File: src/rtl/hfas_pkg.sv
package hfas_pkg;

    localparam logic [15:0] EXP_MASK   = 16'h7C00;
    localparam logic [15:0] HIDDEN_ONE = 16'h0400;
    localparam logic [15:0] SIG_MASK   = 16'h07FF;
    localparam logic [15:0] SIGN_BIT   = 16'h8000;
    localparam logic        LOW_BIT    = 1'b1;

    localparam logic OP_ADD = 1'b0;
    localparam logic OP_SUB = 1'b1;

    typedef struct packed {
        logic [15:0] sum_value;
        logic        exponent_out_of_range;
    } hfas_result_t;

endpackage

File: src/rtl/half_float_add_sub.sv
// half-precision add/subtract, truncating, no denormals/inf/nan
// input beat: opcode (0 add, 1 subtract), x_operand, y_operand on in_valid/in_ready
// output beat: sum_value and exponent_out_of_range on out_valid/out_ready
// operands are captured in an input register; the arithmetic sits between
// that register and the result register, one operand pair per cycle while out_ready stays high
// out_valid rises when an accepted beat moves from the input register into the result register
// throughput: one beat per cycle when out_ready stays high
// in_ready is high whenever the input stage is empty or can move forward,
// so the block takes one more beat while a finished result waits
// when the receiver stalls the result holds and the pipe fills, then
// in_ready drops; no beat is lost or repeated
// reset clears both valid flags; no results are pending after reset
module half_float_add_sub (
    input  logic        clk,
    input  logic        rst_n,
    input  logic        in_valid,
    output logic        in_ready,
    input  logic        opcode,
    input  logic [15:0] x_operand,
    input  logic [15:0] y_operand,
    output logic        out_valid,
    input  logic        out_ready,
    output logic [15:0] sum_value,
    output logic        exponent_out_of_range
);

    logic        s1_valid_reg;
    logic        op_reg;
    logic [15:0] x_reg;
    logic [15:0] y_reg;
    logic        out_valid_reg;
    hfas_pkg::hfas_result_t res_reg;
    hfas_pkg::hfas_result_t res_next;
    logic        s2_ready;

    // result stage can load when empty or draining
    assign s2_ready = !out_valid_reg || out_ready;
    assign in_ready = !s1_valid_reg || s2_ready;

    hfas_core u_core (
        .opcode    (op_reg),
        .x_operand (x_reg),
        .y_operand (y_reg),
        .result    (res_next)
    );

    always_ff @(posedge clk or negedge rst_n)
    begin
        if (!rst_n)
        begin
            s1_valid_reg  <= 1'b0;
            out_valid_reg <= 1'b0;
        end
        else
        begin
            if (in_ready) s1_valid_reg <= in_valid;
            if (s2_ready) out_valid_reg <= s1_valid_reg;
        end
    end

    // payload registers, no reset
    always_ff @(posedge clk)
    begin
        if (in_ready && in_valid)
        begin
            op_reg <= opcode;
            x_reg  <= x_operand;
            y_reg  <= y_operand;
        end
        if (s2_ready && s1_valid_reg)
        begin
            res_reg <= res_next;
        end
    end

    assign out_valid             = out_valid_reg;
    assign sum_value             = res_reg.sum_value;
    assign exponent_out_of_range = res_reg.exponent_out_of_range;

    // a stalled result holds
    ap_hold: assert property (@(posedge clk) disable iff (!rst_n)
        out_valid && !out_ready |=> out_valid && $stable(sum_value))
        else $error("result changed under stall");

    // input stage never drops a beat while blocked
    ap_s1: assert property (@(posedge clk) disable iff (!rst_n)
        s1_valid_reg && !s2_ready |=> s1_valid_reg)
        else $error("input stage lost a beat");

    // a zero sum is never flagged
    ap_zero: assert property (@(posedge clk) disable iff (!rst_n)
        out_valid && sum_value == 16'd0 |-> !exponent_out_of_range)
        else $error("zero result flagged");

endmodule

File: src/rtl/hfas_core.sv
module hfas_core (
    input  logic                 opcode,
    input  logic [15:0]          x_operand,
    input  logic [15:0]          y_operand,
    output hfas_pkg::hfas_result_t result
);

    logic [15:0] y_eff;
    logic [4:0]  ex;
    logic [4:0]  ey;
    logic [12:0] vx;
    logic [12:0] vy;
    logic [12:0] vx_al;
    logic [12:0] vy_al;
    logic [4:0]  dxy;
    logic [4:0]  dyx;
    logic        x_big;
    logic [4:0]  er;
    logic [12:0] sum;
    logic        neg;
    logic [12:0] mag;
    logic [3:0]  p;
    logic [12:0] norm;
    logic signed [7:0] er_n;
    logic [15:0] packed_res;
    logic        flag;

    always_comb
    begin
        y_eff = y_operand;
        if (opcode == hfas_pkg::OP_SUB && y_operand != 16'd0)
        begin
            y_eff = y_operand ^ hfas_pkg::SIGN_BIT;
        end
        ex = x_operand[14:10];
        ey = y_eff[14:10];
        // 11-bit significand with the implicit one
        vx = {2'b00, x_operand[10:0] | 11'h400};
        vy = {2'b00, y_eff[10:0] | 11'h400};
        if (x_operand[15]) vx = -vx;
        if (y_eff[15]) vy = -vy;
        x_big = ex > ey;
        dxy = ex - ey;
        dyx = ey - ex;
        vx_al = vx;
        vy_al = vy;
        // arithmetic shift past 12 saturates to sign fill
        if (x_big)
        begin
            vy_al = $signed(vy) >>> dxy;
            er = ex;
        end
        else
        begin
            vx_al = $signed(vx) >>> dyx;
            er = ey;
        end
        sum = vx_al + vy_al;
        neg = sum[12];
        mag = neg ? -sum : sum;
        // leading-one search over 12 magnitude bits
        p = 4'd0;
        for (int i = 0; i < 12; i++)
        begin
            if (mag[i]) p = 4'(i);
        end
        norm = mag;
        er_n = 8'($signed({3'b000, er})) + 8'($signed({4'b0000, p})) - 8'sd10;
        if (p < 4'd10) norm = mag << (4'd10 - p);
        else if (p > 4'd10) norm = mag >> (p - 4'd10);
        flag = (er_n < 0) || (er_n > 8'sd31);
        packed_res = {neg, er_n[4:0], norm[9:0]};
        if (x_operand == 16'd0 || y_eff == 16'd0)
        begin
            result.sum_value = (x_operand != 16'd0) ? x_operand : y_eff;
            result.exponent_out_of_range = 1'b0;
        end
        else if (sum == 13'd0)
        begin
            result.sum_value = 16'd0;
            result.exponent_out_of_range = 1'b0;
        end
        else
        begin
            result.sum_value = packed_res;
            result.exponent_out_of_range = flag & hfas_pkg::LOW_BIT;
        end
    end

endmodule
File: config.mk
export PLATFORM = sky130hd
export DESIGN_NAME = half_float_add_sub
export DESIGN_NICKNAME = d
export VERILOG_FILES = /design/src/rtl/hfas_pkg.sv /design/src/rtl/half_float_add_sub.sv /design/src/rtl/hfas_core.sv
export SDC_FILE = /design/constraint.sdc
export NUM_CORES = 1
export LEC_CHECK = 0
export BUFFER_PORTS_ARGS = -buffer_cell sky130_fd_sc_hd__buf_2
export CAP_MARGIN = 20
export CELL_PAD_IN_SITES_DETAIL_PLACEMENT = 0
export CELL_PAD_IN_SITES_GLOBAL_PLACEMENT = 2
export CORE_MARGIN = 2
export CORE_UTILIZATION = 30
export CTS_CLUSTER_SIZE = 40
export DETAILED_ROUTE_END_ITERATION = 16
export PLACE_DENSITY = 0.69
export SLEW_MARGIN = 10
export SYNTH_ARGS = -nofsm -noshare
export SYNTH_HDL_FRONTEND = slang
export SYNTH_SLANG_ARGS = --single-unit
export TNS_END_PERCENT = 5
File: constraint.sdc
create_clock -name clk -period 22.2 [get_ports clk]
set_clock_uncertainty 0.2 [all_clocks]
set_input_delay 4.44 -clock clk [delete_from_list [all_inputs] [get_ports clk]]
set_output_delay 4.44 -clock clk [all_outputs]
set_load 0.005 [all_outputs]
==> flow_metrics.tcl, run 1 <==
set metrics [dict create \
    outcome "finished clean" \
    hpwl_um 17500 \
    synthArstFlopShare_pct 3.85 \
    synth-edff-count 50 \
    numCtsBuffers 5 \
    cts_tree "yes" \
    drc 0 \
    slowest_delay_ps 690 \
    grt_pass1_wl_um 33700 \
    cp.buffers_inverters 5 \
    grt_util_met3_pct 1.82 \
    synth-seq-area-share_pct 24.2 \
    clock-sinks 52 \
    min_period_ps 9520 \
    synth_top_area_share_pct 23.4 \
    slew_violations 0 \
    wire_per_inst_um 20.6 \
    critical_path_class "reg -> reg" \
    rr_endpoint "sum_value[1]" \
    hold_viol 0 \
    setup_violations 0 \
    clk_path_buf_depth 2 \
    path_depth 32 \
    yosysMostFrequentCell "a21oi_1" \
    dieArea_um2 22600 \
    syn-cell-area_um2 6410 \
    rows 53 \
    die_w_um 150 \
    dr.pass1.iters 8 \
    r2r_cells 32 \
    required_ps 22030 \
    max_cap_viol_count 0 \
    gp_congestion 0.867 \
    cts_setup_buffers 0 \
    die_y_um 150 \
    busiest_layer "met2" \
    syn-num-nets 835 \
    synthTopCellsByCount "67 x a21oi_1, 65 x nand2_1, 50 x edfxtp_1, 50 x nor2_1, 48 x o21ai_0" \
    grt_usage_pct 19.6 \
    grt_antenna_before_repair 0 \
    hp-class "reg -> reg" \
    crit_start "y_reg[0]" \
    cpMaxStageDelayCell "xnor2_1" \
    final_layout_size_suffix_gt1_share_pct 14.6 \
    cts_hold_buf 0 \
    portBuffers 55 \
    syn2layout_area_growth_pct 11.1 \
    cts_resized 0 \
    netlist.top_cell.by_area "edfxtp_1" \
    final_cells 1069 \
    tightest_slew_ps 945 \
    ys_top_cells_by_area "edfxtp_1 23%, ha_1 7.6%, mux2i_1 7.2%" \
    yosys_warnings 0 \
    synthCells 755 \
    crit_family "compound AO/OA/AOI/OAI gates" \
    drtAntennaViolNets 0 \
    grt_max_degree 34 \
    cp-end-kind "flip-flop" \
    clock_latency_ps 300 \
    setup-tns-final_ps 0 \
    arrival_ps 9350 \
    initial_core_util_pct 30.5 \
    r2r_start "y_reg[0]" \
    layout.nets 873 \
    wl_um 22000 \
    relSlewSlack_pct 36.8 \
    cts_root_buf "clkbuf_16" \
    grt_util_met1_pct 27.1 \
    r2r_setup_slack_ps 12680 \
    yosysUniqueCellTypes 86 \
    critPathMaxFanout 14 \
    endpoint "sum_value[1]" \
    max_freq_ghz 0.105 \
    synth_seq_cells 52 \
    critical_path.most_common_cell "inv_1" \
    ys.flop_type "edfxtp_1" \
    dp_cells 1061 \
    grt-ovfl-total 0 \
    rsz0062_at_grt "no" \
    met2_usage_pct 33.4 \
    cp-start-kind "flip-flop" \
    viasPerCell 5.67 \
    clk_pin_slew_worst_paths_ps 70 \
    vias 6062 \
    htreeDepth 2 \
    synth.avg_cell_area_um2 8.50 \
    grt_pass1_vias 5910 \
    ios 56 \
    fin_crit_sh_pct 42.9 \
    drt_iter0_markers 384 \
    core_um2 21000 \
    diodes 0 \
]
-- worst register-to-register path, delay by kind of cell, from the launching register on --
| family | cells | cell delay [ps] |
|---|---|---|
| buffers and inverters | 5 | 760 |
| xor gates and xnor gates | 2 | 860 |
| muxes | 2 | 690 |
| AOI/OAI and AO/OA | 13 | 3230 |
| DFF | 1 | 470 |
| adders and majority gates | 4 | 1030 |
| and+or+nand+nor | 6 | 1980 |
-- cell type report --
cell class,instances,area (um^2)
fill,2190,13900
inverter,41,156
multi-input combinational,627,4570
sequential,52,1550
clock buffer,5,125
timing repair buffer,66,358
tap,275,344
clock inverter,3,26.3
-- stage by stage --
| step | cell area, um^2 | setup WS, ps | utilization, % | hold WS, ps |
|---|---|---|---|---|
| global route | 7130 | 11700 | 33.9 | 347 |
| floorplan | 6410 | 12950 | - | 249 |
| finish | 7130 | 12680 | 33.9 | 304 |
| global placement | 6980 | 12720 | 33.2 | 274 |
| detailed placement | 6980 | 12710 | 33.2 | 289 |
| CTS | 7130 | 12710 | 33.9 | 305 |
-- layout by cell type (no fill, tap or decap), drive strengths merged, types with 7 or more instances in the layout --
| master | n |
|---|---|
| nand4 | 8 |
| nor3 | 17 |
| o21ai | 51 |
| edfxtp | 50 |
| ha | 39 |
| nand2b | 12 |
| a211oi | 12 |
| nor2 | 51 |
| mux2 | 10 |
| nand3 | 12 |
| inv | 41 |
| o31ai | 8 |
| and2 | 11 |
| buf | 66 |
| o211ai | 20 |
| xnor2 | 33 |
| a31oi | 11 |
| or3 | 9 |
| nand2 | 65 |
| xor2 | 26 |
| o21a | 7 |
| a21o | 16 |
| mux2i | 46 |
| a21oi | 69 |
-- cell families after synthesis --
family                     Yosys count  share of synthesized area (%)
and+or+nand+nor                    212                           16.3
AOI/OAI and AO/OA                  252                           26.9
buffers and inverters               76                           4.66
adders and majority gates           43                           8.86
muxes                               61                           10.7
xor gates and xnor gates            59                           8.29
DFF                                 52                           24.2
-- routing by layer --
| metal | part of all wire, % | wire length, um | vias up |
|---|---|---|---|
| met2 | 48 | 10600 | 190 |
| met4 | 1.4 | 312 | 0 |
| met5 | 0 | 0 | - |
| met1 | 46 | 10000 | 2927 |
| met3 | 4.9 | 1080 | 18 |
| li1 | - | - | 2927 |
-- how the worst min path moves through the flow --
stage / from / slack, ps / cells past startpoint / end
detailed placement: s1_valid_reg / 290 / 1 / out_valid
global placement: s1_valid_reg / 270 / 1 / out_valid
CTS: s1_valid_reg / 300 / 1 / out_valid
global route: s1_valid_reg / 350 / 1 / out_valid
finish: s1_valid_reg / 300 / 1 / out_valid
floorplan: s1_valid_reg / 250 / 1 / out_valid
Power of run 1 is not shown: default switching activity piles up to over one toggle a cycle in this logic, so the estimate is an artifact.
==> run 2: changes to the inputs <==
--- a/config.mk
+++ b/config.mk
@@ -13,7 +13,7 @@
 export CORE_UTILIZATION = 30
 export CTS_CLUSTER_SIZE = 40
 export DETAILED_ROUTE_END_ITERATION = 16
-export PLACE_DENSITY = 0.69
+export PLACE_DENSITY = 0.71
 export SLEW_MARGIN = 10
 export SYNTH_ARGS = -nofsm -noshare
 export SYNTH_HDL_FRONTEND = slang
==> constraint.sdc (replaced) <==
create_clock -name clk -period 8.5 [get_ports clk]
set_clock_uncertainty 0.2 [all_clocks]
set_input_delay 1.7 -clock clk [delete_from_list [all_inputs] [get_ports clk]]
set_output_delay 1.7 -clock clk [all_outputs]
set_load 0.005 [all_outputs]
==> run 2 against run 1 <==
- setup slack got worse by 12000 ps
- hold slack got worse by 14 ps
- core utilization rose by 1.8 points
- wire length up 3.7%
- cell count is 3.6% higher
- critical path depth stayed put
- first-iteration DRC count is 18% higher
- sequential share of layout area shrank 1.1 points
- register-to-register slack worse by 12000 ps
- cell area is 5.4% higher
- via count grew 3.1%
- flip-flop and latch count unchanged
==> flow_metrics.tcl, run 2 (synthesis gave the netlist of run 1 again) <==
set metrics [dict create \
    outcome "finished clean" \
    drt_iter0_markers 453 \
    hold_start "s1_valid_reg" \
    fill_cells 2160 \
    critical_path_class "reg -> reg" \
    grt_pass1_wl_um 35400 \
    gp_congestion 0.948 \
    drtAntennaViolNets 0 \
    cts_tree "yes" \
    fin_crit_sh_pct 94.2 \
    drc 0 \
    max_freq_ghz 0.125 \
    cp-start-kind "flip-flop" \
    multi_input_area_um2 4670 \
    clk_pin_slew_worst_paths_ps 70 \
    wire_per_inst_um 20.6 \
    place_area_um2 7180 \
    final_layout_size_suffix_gt1_share_pct 20.3 \
    portBuffers 55 \
    core_um2 21000 \
    ios 56 \
    max_cap_viol_count 0 \
    viasPerCell 5.64 \
    wl_um 22800 \
    diodes 0 \
    numCtsBuffers 5 \
    syn2layout_area_growth_pct 17.1 \
    hp-class "reg -> reg" \
    clock_latency_ps 290 \
    clk_path_buf_depth 2 \
    grt_max_degree 34 \
    setup-tns-final_ps 0 \
    cts_root_buf "clkbuf_16" \
    dr.pass1.iters 5 \
    grt_usage_pct 20.3 \
    rows 53 \
    arrival_ps 7890 \
    holdPathStages 1 \
    cp-end-kind "flip-flop" \
    vias 6249 \
    die_w_um 150 \
    dp_slack_ps -78.7 \
    grt-ovfl-total 0 \
    slowest_delay_ps 530 \
    grt_antenna_before_repair 0 \
    r2r_start "y_reg[0]" \
    min_period_ps 8000 \
    holdPathEnd "out_valid" \
    worst_hold_slack_ps 290 \
    r2r_setup_slack_ps 500 \
    required_ps 8380 \
    dieArea_um2 22600 \
    relSlewSlack_pct 40.2 \
    design_area_um2 7510 \
    initial_core_util_pct 30.5 \
    critPathMaxFanout 14 \
    r2r_cells 32 \
    rr_endpoint "sum_value[0]" \
    hpwl_um 18200 \
    grt_pass1_vias 5999 \
    cpMaxStageDelayCell "mux4_2" \
    htreeDepth 2 \
    final_cell_mix "65 x a21oi_1, 65 x nand2_1, 55 x buf_2" \
    cts_hold_buf 0 \
    setup_slack_ps 496 \
    slew_violations 0 \
    clock-sinks 52 \
    hold_viol 0 \
    die_y_um 150 \
    tightest_slew_ps 891 \
    setup_violations 0 \
    layout.nets 911 \
    seqCellArea_um2 1550 \
]
## run 2: cell types whose count changed in the layout (fill, tap and decap cells not counted), moves of 2 or more
cell / delta
a21oi_2: +2
xnor2_1: -2
a21oi_1: -2
xnor2_2: +2
buf_4: +38
## run 2: critical path, delay by kind of cell (launching register included)
| family | cells | cell delay, ps |
|---|---|---|
| flip-flops | 1 | 450 |
| AND/OR/NAND/NOR | 6 | 1540 |
| adder cells (fa/ha/maj) | 3 | 750 |
| buffers and inverters | 6 | 810 |
| XOR/XNOR | 3 | 810 |
| AO/OA/AOI/OAI | 13 | 2710 |
| multiplexers | 1 | 530 |
## run 2: metal layers
layer | global-route usage (%) | up-vias | share of wire, %
met5 | 0 | - | 0
met4 | 4.72 | 0 | 2.0
met3 | 1.67 | 29 | 3.7
met2 | 34.9 | 201 | 48
met1 | 27.7 | 3017 | 46
li1 | - | 3002 | -
## run 2: cell type report
cell class                      instances  area share [%]
Inverter                               41            2.11
Timing Repair Buffer                  104            8.56
Sequential cell                        52            20.6
Clock buffer                            5            1.67
Tap cell                              275            4.58
Clock inverter                          3           0.283
Multi-Input combinational cell        627            62.1
## run 2: timing repair
action                     CTS  global route
buffers inserted             0            11
setup endpoints to repair    6            14
resized for setup            4            18
pin swaps                    0             6
## run 2: worst max-delay path by stage
stage                   from                    end  slack (ps)  cells past startpoint
global route        y_reg[0]           sum_value[6]         -50                     33
CTS                 y_reg[0]  exponent_out_of_range          50                     36
floorplan           y_reg[0]  exponent_out_of_range         690                     36
detailed placement  y_reg[0]           sum_value[4]         -80                     33
finish              y_reg[0]           sum_value[0]         500                     32
global placement    y_reg[1]  exponent_out_of_range          90                     36
## run 2: stage by stage
| stage | util (%) | std cells |
|---|---|---|
| CTS | 34.9 | 1096 |
| finish | 35.7 | 1107 |
| floorplan | - | 755 |
| global route | 35.7 | 1107 |
| detailed placement | 34.2 | 1088 |
| global placement | 34.2 | 1088 |
Power of run 2 is left out for the same reason.
